<file path="src/rtl/assert_macros.svh">
// Assertion helpers shared by the tracker RTL.
// Each one samples on clk_i and is disabled while rst_ni is low.
`ifndef ASSERT_MACROS_SVH
`define ASSERT_MACROS_SVH

// Property must hold at every clock edge out of reset.
`define CRT_ASSERT(lbl, prop) \
  lbl: assert property (@(posedge clk_i) disable iff (!rst_ni) (prop)) \
    else $error("assertion failed");

// Consequence must hold in the same cycle as the trigger.
`define CRT_ASSERT_IMP(lbl, trig, cons) \
  lbl: assert property (@(posedge clk_i) disable iff (!rst_ni) (trig) |-> (cons)) \
    else $error("assertion failed");

`endif

</file>
<file path="src/rtl/crt_pkg.sv">
`timescale 1ns / 1ps

package crt_pkg;

  // Table and packet limits
  localparam int unsigned FrameSlots = 8;
  localparam int unsigned MaxChunks  = 64;
  localparam int unsigned MaxPacket  = 1500;
  localparam int unsigned HdrBytes   = 8;
  localparam int unsigned QueueDepth = 2;

  // Fixed field widths
  localparam int unsigned FrameW   = 16;
  localparam int unsigned ChunkW   = 16;
  localparam int unsigned CountInW = 16;
  localparam int unsigned PayW     = 16;
  localparam int unsigned PlenW    = 11;
  localparam int unsigned StatusW  = 3;
  localparam int unsigned BytesW   = 17;
  localparam int unsigned HeldW    = 7;

  // Derived widths
  localparam int unsigned SlotIdxW  = (FrameSlots > 1) ? $clog2(FrameSlots) : 1;
  localparam int unsigned ChunkIdxW = (MaxChunks > 1) ? $clog2(MaxChunks) : 1;
  localparam int unsigned CountW    = $clog2(MaxChunks + 1);
  localparam int unsigned QPtrW     = (QueueDepth > 1) ? $clog2(QueueDepth) : 1;
  localparam int unsigned QCntW     = $clog2(QueueDepth + 1);

  // Result status codes
  typedef logic [StatusW-1:0] status_t;
  localparam status_t StOk    = 3'd0;
  localparam status_t StDup   = 3'd1;
  localparam status_t StRange = 3'd2;
  localparam status_t StBad   = 3'd3;
  localparam status_t StFull  = 3'd4;
  localparam status_t StMany  = 3'd5;

  // Classified item, as handed from the front to the back
  typedef struct packed {
    logic                 bad;        // malformed length fields
    logic                 too_many;   // chunk count above the table limit
    logic                 empty;      // chunk count of zero
    logic                 chunk_over; // chunk number beyond any bitmap
    logic [FrameW-1:0]    frame;
    logic [ChunkIdxW-1:0] chunk_lo;
    logic [CountW-1:0]    count;
    logic [PayW-1:0]      pay;
  } crt_item_t;

  typedef struct packed {
    logic      valid;
    crt_item_t item;
  } crt_push_t;

endpackage

</file>
<file path="src/rtl/crt_intf.sv">
`timescale 1ns / 1ps

// Chunk header channel
interface crt_in_if;
  import crt_pkg::*;
  logic                valid;
  logic                ready;
  logic [FrameW-1:0]   frame_number;
  logic [ChunkW-1:0]   chunk_number;
  logic [CountInW-1:0] chunk_count;
  logic [PayW-1:0]     payload_bytes;
  logic [PlenW-1:0]    packet_bytes;

  modport source (output valid, frame_number, chunk_number, chunk_count,
                  payload_bytes, packet_bytes, input ready);
  modport sink (input valid, frame_number, chunk_number, chunk_count,
                payload_bytes, packet_bytes, output ready);
endinterface

// Per-packet result channel
interface crt_out_if;
  import crt_pkg::*;
  logic               valid;
  logic               ready;
  logic [StatusW-1:0] status;
  logic               frame_done;
  logic [FrameW-1:0]  done_frame;
  logic [BytesW-1:0]  done_bytes;
  logic [HeldW-1:0]   chunks_held;

  modport source (output valid, status, frame_done, done_frame, done_bytes,
                  chunks_held, input ready);
  modport sink (input valid, status, frame_done, done_frame, done_bytes,
                chunks_held, output ready);
endinterface

</file>
<file path="src/rtl/crt_queue.sv">
`timescale 1ns / 1ps
`include "assert_macros.svh"

// Small FIFO between the classifier and the table engine
module crt_queue (
  input  logic                clk_i,
  input  logic                rst_ni,
  input  crt_pkg::crt_push_t  push_i,
  output logic                full_o,
  output logic                valid_o,
  output crt_pkg::crt_item_t  item_o,
  input  logic                pop_i
);
  import crt_pkg::*;

  crt_item_t        mem_q [QueueDepth];
  logic [QPtrW-1:0] wr_ptr_q, rd_ptr_q;
  logic [QCntW-1:0] cnt_q;
  logic             do_push, do_pop;

  assign full_o  = (cnt_q == QCntW'(QueueDepth));
  assign valid_o = (cnt_q != '0);
  assign item_o  = mem_q[rd_ptr_q];
  assign do_push = push_i.valid && !full_o;
  assign do_pop  = pop_i && valid_o;

  // storage, no reset needed
  always_ff @(posedge clk_i) begin
    if (do_push) begin
      mem_q[wr_ptr_q] <= push_i.item;
    end
  end

  // pointers and fill count
  always_ff @(posedge clk_i or negedge rst_ni) begin
    if (!rst_ni) begin
      wr_ptr_q <= '0;
      rd_ptr_q <= '0;
      cnt_q    <= '0;
    end else begin
      if (do_push) begin
        wr_ptr_q <= (wr_ptr_q == QPtrW'(QueueDepth - 1)) ? '0 : wr_ptr_q + 1'b1;
      end
      if (do_pop) begin
        rd_ptr_q <= (rd_ptr_q == QPtrW'(QueueDepth - 1)) ? '0 : rd_ptr_q + 1'b1;
      end
      if (do_push && !do_pop) begin
        cnt_q <= cnt_q + 1'b1;
      end else if (do_pop && !do_push) begin
        cnt_q <= cnt_q - 1'b1;
      end
    end
  end

  `CRT_ASSERT(q_cnt_bound, cnt_q <= QCntW'(QueueDepth))
  `CRT_ASSERT_IMP(q_full_holds, full_o && !do_pop, ##1 (cnt_q == QCntW'(QueueDepth)))

endmodule

</file>
<file path="src/rtl/crt_front.sv">
`timescale 1ns / 1ps

// Front end: accepts chunk headers and classifies them
module crt_front (
  crt_in_if.sink             in_i,
  input  logic               full_i,
  output crt_pkg::crt_push_t push_o
);
  import crt_pkg::*;

  logic short_pkt, long_pkt, pay_big;

  // length sanity: header present, packet not oversize, payload fits
  assign short_pkt = in_i.packet_bytes < PlenW'(HdrBytes);
  assign long_pkt  = 32'(in_i.packet_bytes) > 32'(MaxPacket);
  assign pay_big   = ((PayW + 1)'(in_i.payload_bytes) + (PayW + 1)'(HdrBytes))
                     > (PayW + 1)'(in_i.packet_bytes);

  assign in_i.ready = !full_i;

  // classified item toward the queue
  always_comb begin
    push_o.valid           = in_i.valid;
    push_o.item.bad        = short_pkt || long_pkt || pay_big;
    push_o.item.too_many   = 32'(in_i.chunk_count) > 32'(MaxChunks);
    push_o.item.empty      = (in_i.chunk_count == '0);
    push_o.item.chunk_over = 32'(in_i.chunk_number) >= 32'(MaxChunks);
    push_o.item.frame      = in_i.frame_number;
    push_o.item.chunk_lo   = in_i.chunk_number[ChunkIdxW-1:0];
    push_o.item.count      = in_i.chunk_count[CountW-1:0];
    push_o.item.pay        = in_i.payload_bytes;
  end

endmodule

</file>
<file path="src/rtl/crt_back.sv">
`timescale 1ns / 1ps
`include "assert_macros.svh"

// Back end: frame table lookup, update and result register
module crt_back (
  input  logic               clk_i,
  input  logic               rst_ni,
  input  logic               valid_i,
  input  crt_pkg::crt_item_t item_i,
  output logic               pop_o,
  crt_out_if.source          out_o
);
  import crt_pkg::*;

  // frame table
  logic [FrameSlots-1:0] valid_q;
  logic [FrameW-1:0]     tag_q   [FrameSlots];
  logic [CountW-1:0]     total_q [FrameSlots];
  logic [CountW-1:0]     held_q  [FrameSlots];
  logic [MaxChunks-1:0]  map_q   [FrameSlots];
  logic [BytesW-1:0]     bytes_q [FrameSlots];

  // result register
  logic                out_valid_q;
  status_t             out_status_q;
  logic                out_done_q;
  logic [FrameW-1:0]   out_frame_q;
  logic [BytesW-1:0]   out_bytes_q;
  logic [CountW-1:0]   out_held_q;

  logic                hit_any, free_any;
  logic [SlotIdxW-1:0] hit_idx, free_idx, sel;
  logic [CountW-1:0]   cur_total, cur_held, new_held, res_held;
  logic [MaxChunks-1:0] cur_map, bit_mask;
  logic [BytesW-1:0]   cur_bytes, new_bytes, res_bytes;
  logic [BytesW:0]     sum;
  logic                in_range, dup, acc, wr_slot, res_done;
  status_t             res_status;

  assign pop_o = valid_i && (!out_valid_q || out_o.ready);

  // tag match and free slot search, lowest slot wins
  always_comb begin
    hit_any  = 1'b0;
    hit_idx  = '0;
    free_any = 1'b0;
    free_idx = '0;
    for (int i = FrameSlots - 1; i >= 0; i--) begin
      if (valid_q[i] && (tag_q[i] == item_i.frame)) begin
        hit_any = 1'b1;
        hit_idx = SlotIdxW'(i);
      end
      if (!valid_q[i]) begin
        free_any = 1'b1;
        free_idx = SlotIdxW'(i);
      end
    end
  end

  // current entry: the hit slot, or a fresh one when opening
  assign sel       = hit_any ? hit_idx : free_idx;
  assign cur_total = hit_any ? total_q[hit_idx] : item_i.count;
  assign cur_held  = hit_any ? held_q[hit_idx] : '0;
  assign cur_map   = hit_any ? map_q[hit_idx] : '0;
  assign cur_bytes = hit_any ? bytes_q[hit_idx] : '0;

  assign bit_mask  = MaxChunks'(1) << item_i.chunk_lo;
  assign in_range  = !item_i.chunk_over && (CountW'(item_i.chunk_lo) < cur_total);
  assign dup       = cur_map[item_i.chunk_lo];
  assign sum       = {1'b0, cur_bytes} + (BytesW + 1)'(item_i.pay);
  assign new_bytes = sum[BytesW] ? '1 : sum[BytesW-1:0];
  assign new_held  = cur_held + 1'b1;

  // classify against the table
  always_comb begin
    res_status = StOk;
    res_done   = 1'b0;
    res_bytes  = '0;
    res_held   = '0;
    acc        = 1'b0;
    wr_slot    = 1'b0;
    if (item_i.bad) begin
      res_status = StBad;
    end else if (!hit_any && item_i.too_many) begin
      res_status = StMany;
    end else if (!hit_any && item_i.empty) begin
      res_done = 1'b1;
    end else if (!hit_any && !free_any) begin
      res_status = StFull;
    end else begin
      // a new frame opens its slot even when the chunk is rejected
      wr_slot = !hit_any;
      if (!in_range) begin
        res_status = StRange;
        res_bytes  = cur_bytes;
        res_held   = cur_held;
      end else if (dup) begin
        res_status = StDup;
        res_bytes  = cur_bytes;
        res_held   = cur_held;
      end else begin
        acc       = 1'b1;
        wr_slot   = 1'b1;
        res_bytes = new_bytes;
        res_held  = new_held;
        res_done  = (new_held == cur_total);
      end
    end
  end

  // slot contents
  always_ff @(posedge clk_i) begin
    if (pop_o && wr_slot) begin
      tag_q[sel]   <= item_i.frame;
      total_q[sel] <= cur_total;
      held_q[sel]  <= acc ? new_held : cur_held;
      map_q[sel]   <= acc ? (cur_map | bit_mask) : cur_map;
      bytes_q[sel] <= acc ? new_bytes : cur_bytes;
    end
  end

  // slot occupancy
  always_ff @(posedge clk_i or negedge rst_ni) begin
    if (!rst_ni) begin
      valid_q <= '0;
    end else if (pop_o && wr_slot) begin
      valid_q[sel] <= !res_done;
    end
  end

  // result payload
  always_ff @(posedge clk_i) begin
    if (pop_o) begin
      out_status_q <= res_status;
      out_done_q   <= res_done;
      out_frame_q  <= item_i.frame;
      out_bytes_q  <= res_bytes;
      out_held_q   <= res_held;
    end
  end

  // result valid
  always_ff @(posedge clk_i or negedge rst_ni) begin
    if (!rst_ni) begin
      out_valid_q <= 1'b0;
    end else if (pop_o) begin
      out_valid_q <= 1'b1;
    end else if (out_o.ready) begin
      out_valid_q <= 1'b0;
    end
  end

  assign out_o.valid       = out_valid_q;
  assign out_o.status      = out_status_q;
  assign out_o.frame_done  = out_done_q;
  assign out_o.done_frame  = out_frame_q;
  assign out_o.done_bytes  = out_bytes_q;
  assign out_o.chunks_held = HeldW'(out_held_q);

  `CRT_ASSERT_IMP(bk_done_is_ok, out_valid_q && out_done_q, out_status_q == StOk)
  `CRT_ASSERT_IMP(bk_drop_no_entry,
      out_valid_q && (out_status_q == StBad || out_status_q == StFull ||
                      out_status_q == StMany),
      out_bytes_q == '0 && out_held_q == '0)
  `CRT_ASSERT_IMP(bk_table_idle, !pop_o, ##1 (valid_q == $past(valid_q)))

endmodule

</file>
<file path="src/rtl/chunk_reassembly_tracker.sv">
// A header is written into the queue, and its result is then registered in the result register.
// Throughput: one header per cycle while the result side accepts; the table is looked up and updated on pop.
// The front classifies, a two-entry queue decouples it from the table engine.
// A stalled result register holds its item; the queue takes input until it is full.
// Reset (rst_ni low, asynchronous) empties the queue, the result register and
// marks every table slot free; no clearing pass is needed.
`timescale 1ns / 1ps

module chunk_reassembly_tracker (
  input  logic      clk_i,
  input  logic      rst_ni,
  crt_in_if.sink    in_i,
  crt_out_if.source out_o
);
  import crt_pkg::*;

  crt_push_t push;
  crt_item_t q_item;
  logic      q_full, q_valid, q_pop;

  crt_front u_front (
    .in_i   (in_i),
    .full_i (q_full),
    .push_o (push)
  );

  crt_queue u_queue (
    .clk_i   (clk_i),
    .rst_ni  (rst_ni),
    .push_i  (push),
    .full_o  (q_full),
    .valid_o (q_valid),
    .item_o  (q_item),
    .pop_i   (q_pop)
  );

  crt_back u_back (
    .clk_i   (clk_i),
    .rst_ni  (rst_ni),
    .valid_i (q_valid),
    .item_i  (q_item),
    .pop_o   (q_pop),
    .out_o   (out_o)
  );

endmodule

</file>
<file path="src/flat_wrapper.sv">
// flat-port wrapper written by rule: the top's interface ports become plain ports
module chunk_reassembly_tracker_flat import crt_pkg::*;
  (clk_i, rst_ni, in_i_valid, in_i_frame_number, in_i_chunk_number, in_i_chunk_count, in_i_payload_bytes, in_i_packet_bytes, in_i_ready, out_o_valid, out_o_status, out_o_frame_done, out_o_done_frame, out_o_done_bytes, out_o_chunks_held, out_o_ready);
  crt_in_if in_i_i ();
  crt_out_if out_o_i ();
  input  logic clk_i;
  input  logic rst_ni;
  input wire logic [$bits(in_i_i.valid)-1:0] in_i_valid;
  input wire logic [$bits(in_i_i.frame_number)-1:0] in_i_frame_number;
  input wire logic [$bits(in_i_i.chunk_number)-1:0] in_i_chunk_number;
  input wire logic [$bits(in_i_i.chunk_count)-1:0] in_i_chunk_count;
  input wire logic [$bits(in_i_i.payload_bytes)-1:0] in_i_payload_bytes;
  input wire logic [$bits(in_i_i.packet_bytes)-1:0] in_i_packet_bytes;
  output wire logic [$bits(in_i_i.ready)-1:0] in_i_ready;
  output wire logic [$bits(out_o_i.valid)-1:0] out_o_valid;
  output wire logic [$bits(out_o_i.status)-1:0] out_o_status;
  output wire logic [$bits(out_o_i.frame_done)-1:0] out_o_frame_done;
  output wire logic [$bits(out_o_i.done_frame)-1:0] out_o_done_frame;
  output wire logic [$bits(out_o_i.done_bytes)-1:0] out_o_done_bytes;
  output wire logic [$bits(out_o_i.chunks_held)-1:0] out_o_chunks_held;
  input wire logic [$bits(out_o_i.ready)-1:0] out_o_ready;
  assign in_i_i.valid = in_i_valid;
  assign in_i_i.frame_number = in_i_frame_number;
  assign in_i_i.chunk_number = in_i_chunk_number;
  assign in_i_i.chunk_count = in_i_chunk_count;
  assign in_i_i.payload_bytes = in_i_payload_bytes;
  assign in_i_i.packet_bytes = in_i_packet_bytes;
  assign in_i_ready = in_i_i.ready;
  assign out_o_valid = out_o_i.valid;
  assign out_o_status = out_o_i.status;
  assign out_o_frame_done = out_o_i.frame_done;
  assign out_o_done_frame = out_o_i.done_frame;
  assign out_o_done_bytes = out_o_i.done_bytes;
  assign out_o_chunks_held = out_o_i.chunks_held;
  assign out_o_i.ready = out_o_ready;
  chunk_reassembly_tracker u_core (.clk_i(clk_i), .rst_ni(rst_ni), .in_i(in_i_i), .out_o(out_o_i));
endmodule
</file>
<file path="config.mk">
export PLATFORM = sky130hd
export DESIGN_NAME = chunk_reassembly_tracker_flat
export DESIGN_NICKNAME = d
export VERILOG_FILES = /design/src/rtl/crt_pkg.sv /design/src/rtl/crt_intf.sv /design/src/rtl/crt_queue.sv /design/src/rtl/crt_front.sv /design/src/rtl/crt_back.sv /design/src/rtl/chunk_reassembly_tracker.sv /design/src/flat_wrapper.sv
export VERILOG_INCLUDE_DIRS = /design/src /design/src/rtl
export SDC_FILE = /design/constraint.sdc
export NUM_CORES = 2
export LEC_CHECK = 0
export CORE_MARGIN = 8
export CORE_UTILIZATION = 55
export CTS_CLUSTER_SIZE = 28
export DETAILED_ROUTE_END_ITERATION = 8
export DONT_BUFFER_PORTS = 1
export PLACE_DENSITY_LB_ADDON = 0.15
export RECOVER_POWER = 25
export SLEW_MARGIN = 20
export SYNTH_ARGS = -nofsm -noshare
export SYNTH_HDL_FRONTEND = slang
export SYNTH_SLANG_ARGS = --single-unit
</file>
<file path="constraint.sdc">
create_clock -name clk_i -period 28.7 [get_ports clk_i]
set_input_delay 5.74 -clock clk_i [delete_from_list [all_inputs] [get_ports clk_i]]
set_output_delay 5.74 -clock clk_i [all_outputs]
set_load 0.02 [all_outputs]
</file>
==> results by group <==
Run status
  – Outcome: finished with violations
  – Failing checks: max-capacitance violations, max-slew violations

Route
  – Iteration-0 DRC Markers: 3904
  – Via density: 6.78
  – Final WL: 139 mm
  – Mean routed wirelength per cell: 31.4 um
  – DRC violations left: 0
  – Initial DRT Pass Iterations: 6
  – Post-DRT Antenna Nets: 0
  – Vias: 29900

Setup path
  – R2r worst-path depth: 20
  – Startpoint types: register
  – CP endpoint kind: register
  – Required time worst endpoint: 28.98 ns
  – Cells along the critical path: mux2i_1, nand3b_1, a2111oi_0, nand4_1, o21ai_0, clkbuf_1, o2bb2ai_4, clkbuf_1, clkbuf_1, mux2i_1, nor2_1, o21ai_1, o221ai_1, mux4_2, o311ai_1, a22oi_1, nor3_1, o21ai_0, inv_6, buf_4
  – Critical path type: reg2reg
  – CP Depth: 20
  – Reg2Reg Setup Slack: 12.29 ns
  – Most frequent CP cell: clkbuf_1
  – CP max-delay cell: clkbuf_1
  – Crit path largest cell delay: 2.44 ns
  – R2r startpoint: u_core.u_queue.rd_ptr_q
  – Worst R2R End: u_core.u_back.map_q[4][47]
  – CP max FO: 57
  – CP bufs+invs: 5
  – Arr. time, crit path: 16.69 ns
  – Critical path's top delay family: buffers and inverters

Timing
  – Worst hold margin: 0.502 ns
  – Setup_tns: 0 ns
  – RSZ-0062 raised after global routing: no
  – Max-slew violations: 320
  – Fin crit share: 0.572
  – Final Hold Vio Count: 0
  – Worst slew pin tran: 3.46 ns
  – Final Setup Violations: 0
  – Tmin final: 16.41 ns
  – Relative slew margins: -1.31
  – Clock skew: 0.0419 ns
  – Max Freq: 60.9 MHz

Synthesis
  – Cell taking the most area after synthesis: edfxtp_1
  – Top cells by area, synth: edfxtp_1 (68%), mux2i_1 (3.7%), xnor2_1 (3.0%)
  – Unique masters post-synth: 97
  – Syn_nets: 3344
  – Top-count cell post-synth: edfxtp_1
  – Share of synthesized registers carrying an async set or reset: 0.0125
  – Top_reg_cell synth: edfxtp_1
  – Syn avg cell area: 14.1 um2
  – Post-synth EDFFs: 1030
  – Post-synth top area share: 0.677
  – Post-Synthesis Cells: 3230
  – Post-Syn Area: 0.0457 mm2
  – FF+latch count, synth: 1043
  – Commonest cells post-synth: edfxtp_1 (1030), nand2_1 (358), mux2i_1 (170), xnor2_1 (159), o21ai_0 (141)
  – Ys Warns: 0
  – Register area share after synthesis: 0.684

Global routing
  – Initial antenna violation count: 5
  – Global route overflow: 0
  – Vias in the first global route: 29200
  – First-pass GRT wire length: 201 mm
  – Pin count of the biggest net entering global routing: 110
  – Tot GR Track Use: 0.291

Clock network
  – CTS buffer count: 105
  – # H-tree levels: 3
  – CTS Buffer Depth: 3
  – CTS root buf: clkbuf_16
  – Setup Buffers After CTS: 0
  – Clock Sinks: 1043
  – Clk slew on worst S/H paths: 0.06 ns
  – PostCTS Resize Cnt: 0
  – CTS tree: done
  – Hold_buf cts: 0
  – Clk Latency, worst-skew pair: 0.69 ns

Floorplanning
  – Die width: 304 um
  – Core Area: 0.0821 mm2
  – Initial Utilization: 0.556
  – Row cnt: 105
  – Die area: 0.0925 mm2
  – Io pins: 125
  – Die H: 304 um

Job
  – Total of max-cap violations: 14

Power and ir drop
  – Seq pwr share: 0.473
  – VDD IR-drop max: 0.0795 mV
  – Psw: 1.11 mW
  – Internal power: 2.80 mW
  – Leakage: 17.3 nW
  – PwrDens: 77.7 mW/mm2
  – Switching power share of the total: 0.284
  – Total power: 3.91 mW
  – Combinational share of power: 0.162
  – Clock group share of total power: 0.364

Placement
  – Cell Area, Placed: 0.0470 mm2
  – RePlAce Congestion: 0.921
  – Inst Count DP: 4219
  – Post-DP HPWL: 86.3 mm
  – Port Buf Inserts: 0

Finish
  – Layout fillers: 6035
  – Fin area: 0.0503 mm2
  – Multi-input logic area: 0.0134 mm2
  – Register Area: 0.0313 mm2
  – Final nets: 3370
  – Finished Layout Cells: 4418
  – Synthesis-to-finish area growth: 10.1%
  – Share of layout cells above drive strength 1: 0.0957

Min path
  – Hold crit path type: reg2reg
  – Startpoint of the worst hold path: u_core.u_queue.wr_ptr_q
  – Worst Hold End: u_core.u_queue.wr_ptr_q
  – WHS Path Cells: 1
-- metal layers --
metal	vias up	GRT usage	part of all wire
met1	14900	0.395	0.39
met5	-	0	0.00011
met3	337	0.0734	0.11
met2	1957	0.452	0.45
li1	12700	-	-
met4	2	0.114	0.041
-- area by class of cell --
class / instances / area share
antenna: 4 / 0.000199
clock buffer: 130 / 0.0554
clock inverter: 65 / 0.0155
inverter: 66 / 0.00532
multi-input combinational: 1968 / 0.266
sequential: 1043 / 0.621
tap: 1070 / 0.0266
timing repair buffer: 72 / 0.0101
-- stage by stage --
stage,worst slack (ns),utilization
after floorplan,10.02,-
after global placement,18.34,0.572
after detailed placement,18.14,0.572
after CTS,18.11,0.615
after global routing,11.94,0.612
final,12.29,0.613
-- state kept, by name, indices dropped and copies added (netlist names) --
signal / count
u_core.u_back.valid_q: 8
u_core.u_back.out_o.valid: 1
u_core.u_back.out_o.done_bytes: 17
u_core.u_back.out_o.status: 3
u_core.u_back.out_o.frame_done: 1
u_core.u_back.held_q: 56
u_core.u_back.bytes_q: 136
u_core.u_queue.wr_ptr_q: 1
u_core.u_back.total_q: 56
u_core.u_queue.mem_q: 98
u_core.u_queue.cnt_q: 2
u_core.u_back.tag_q: 128
u_core.u_back.out_o.done_frame: 16
u_core.u_back.map_q: 512
u_core.u_queue.rd_ptr_q: 1
u_core.u_back.out_o.chunks_held: 7
-- cells in the final DEF (no fill, tap or decap), drive strengths merged, types with 19 or more instances in the layout --
cell type,n
xnor2,159
nand4,28
a21oi,116
mux2i,183
a221oi,46
nor3,48
and3,22
o22a,23
inv,67
nor2,119
o21bai,19
buf,60
o21ai,157
o221ai,35
edfxtp,1030
clkbuf,142
mux2,48
nor4,61
nand2,360
o22ai,46
nand3,97
a22oi,41
ha,34
clkinv,42
-- power by group through the flow --
stage	clock network [mW]	logic [mW]	registers, mW
2_1_floorplan	0	0.410	1.86
3_3_place_gp	0	0.634	1.89
3_5_place_dp	0	0.634	1.89
4_1_cts	1.43	0.638	1.86
5_1_grt	1.49	0.665	1.86
6_report	1.42	0.635	1.85
-- how the worst max path moves through the flow --
stage                                              to  slack (ns)                     from
after global routing       u_core.u_back.map_q[4][47]       11.94  u_core.u_queue.rd_ptr_q
after CTS                  u_core.u_back.map_q[4][61]       18.11  u_core.u_queue.rd_ptr_q
after detailed placement   u_core.u_back.map_q[4][29]       18.14  u_core.u_queue.rd_ptr_q
final                      u_core.u_back.map_q[4][47]       12.29  u_core.u_queue.rd_ptr_q
after floorplan           u_core.u_back.bytes_q[5][0]       10.02              out_o_ready
after global placement     u_core.u_back.map_q[4][29]       18.34  u_core.u_queue.rd_ptr_q
-- logic make-up after synthesis --
group | share of synthesized area
multiplexers | 0.0570
buffers and inverters | 0.0221
adder cells (fa/ha/maj) | 0.00975
flip-flops | 0.684
AO/OA/AOI/OAI | 0.108
XOR/XNOR | 0.0326
AND/OR/NAND/NOR | 0.0862
Power figures use the tool's default switching activity.
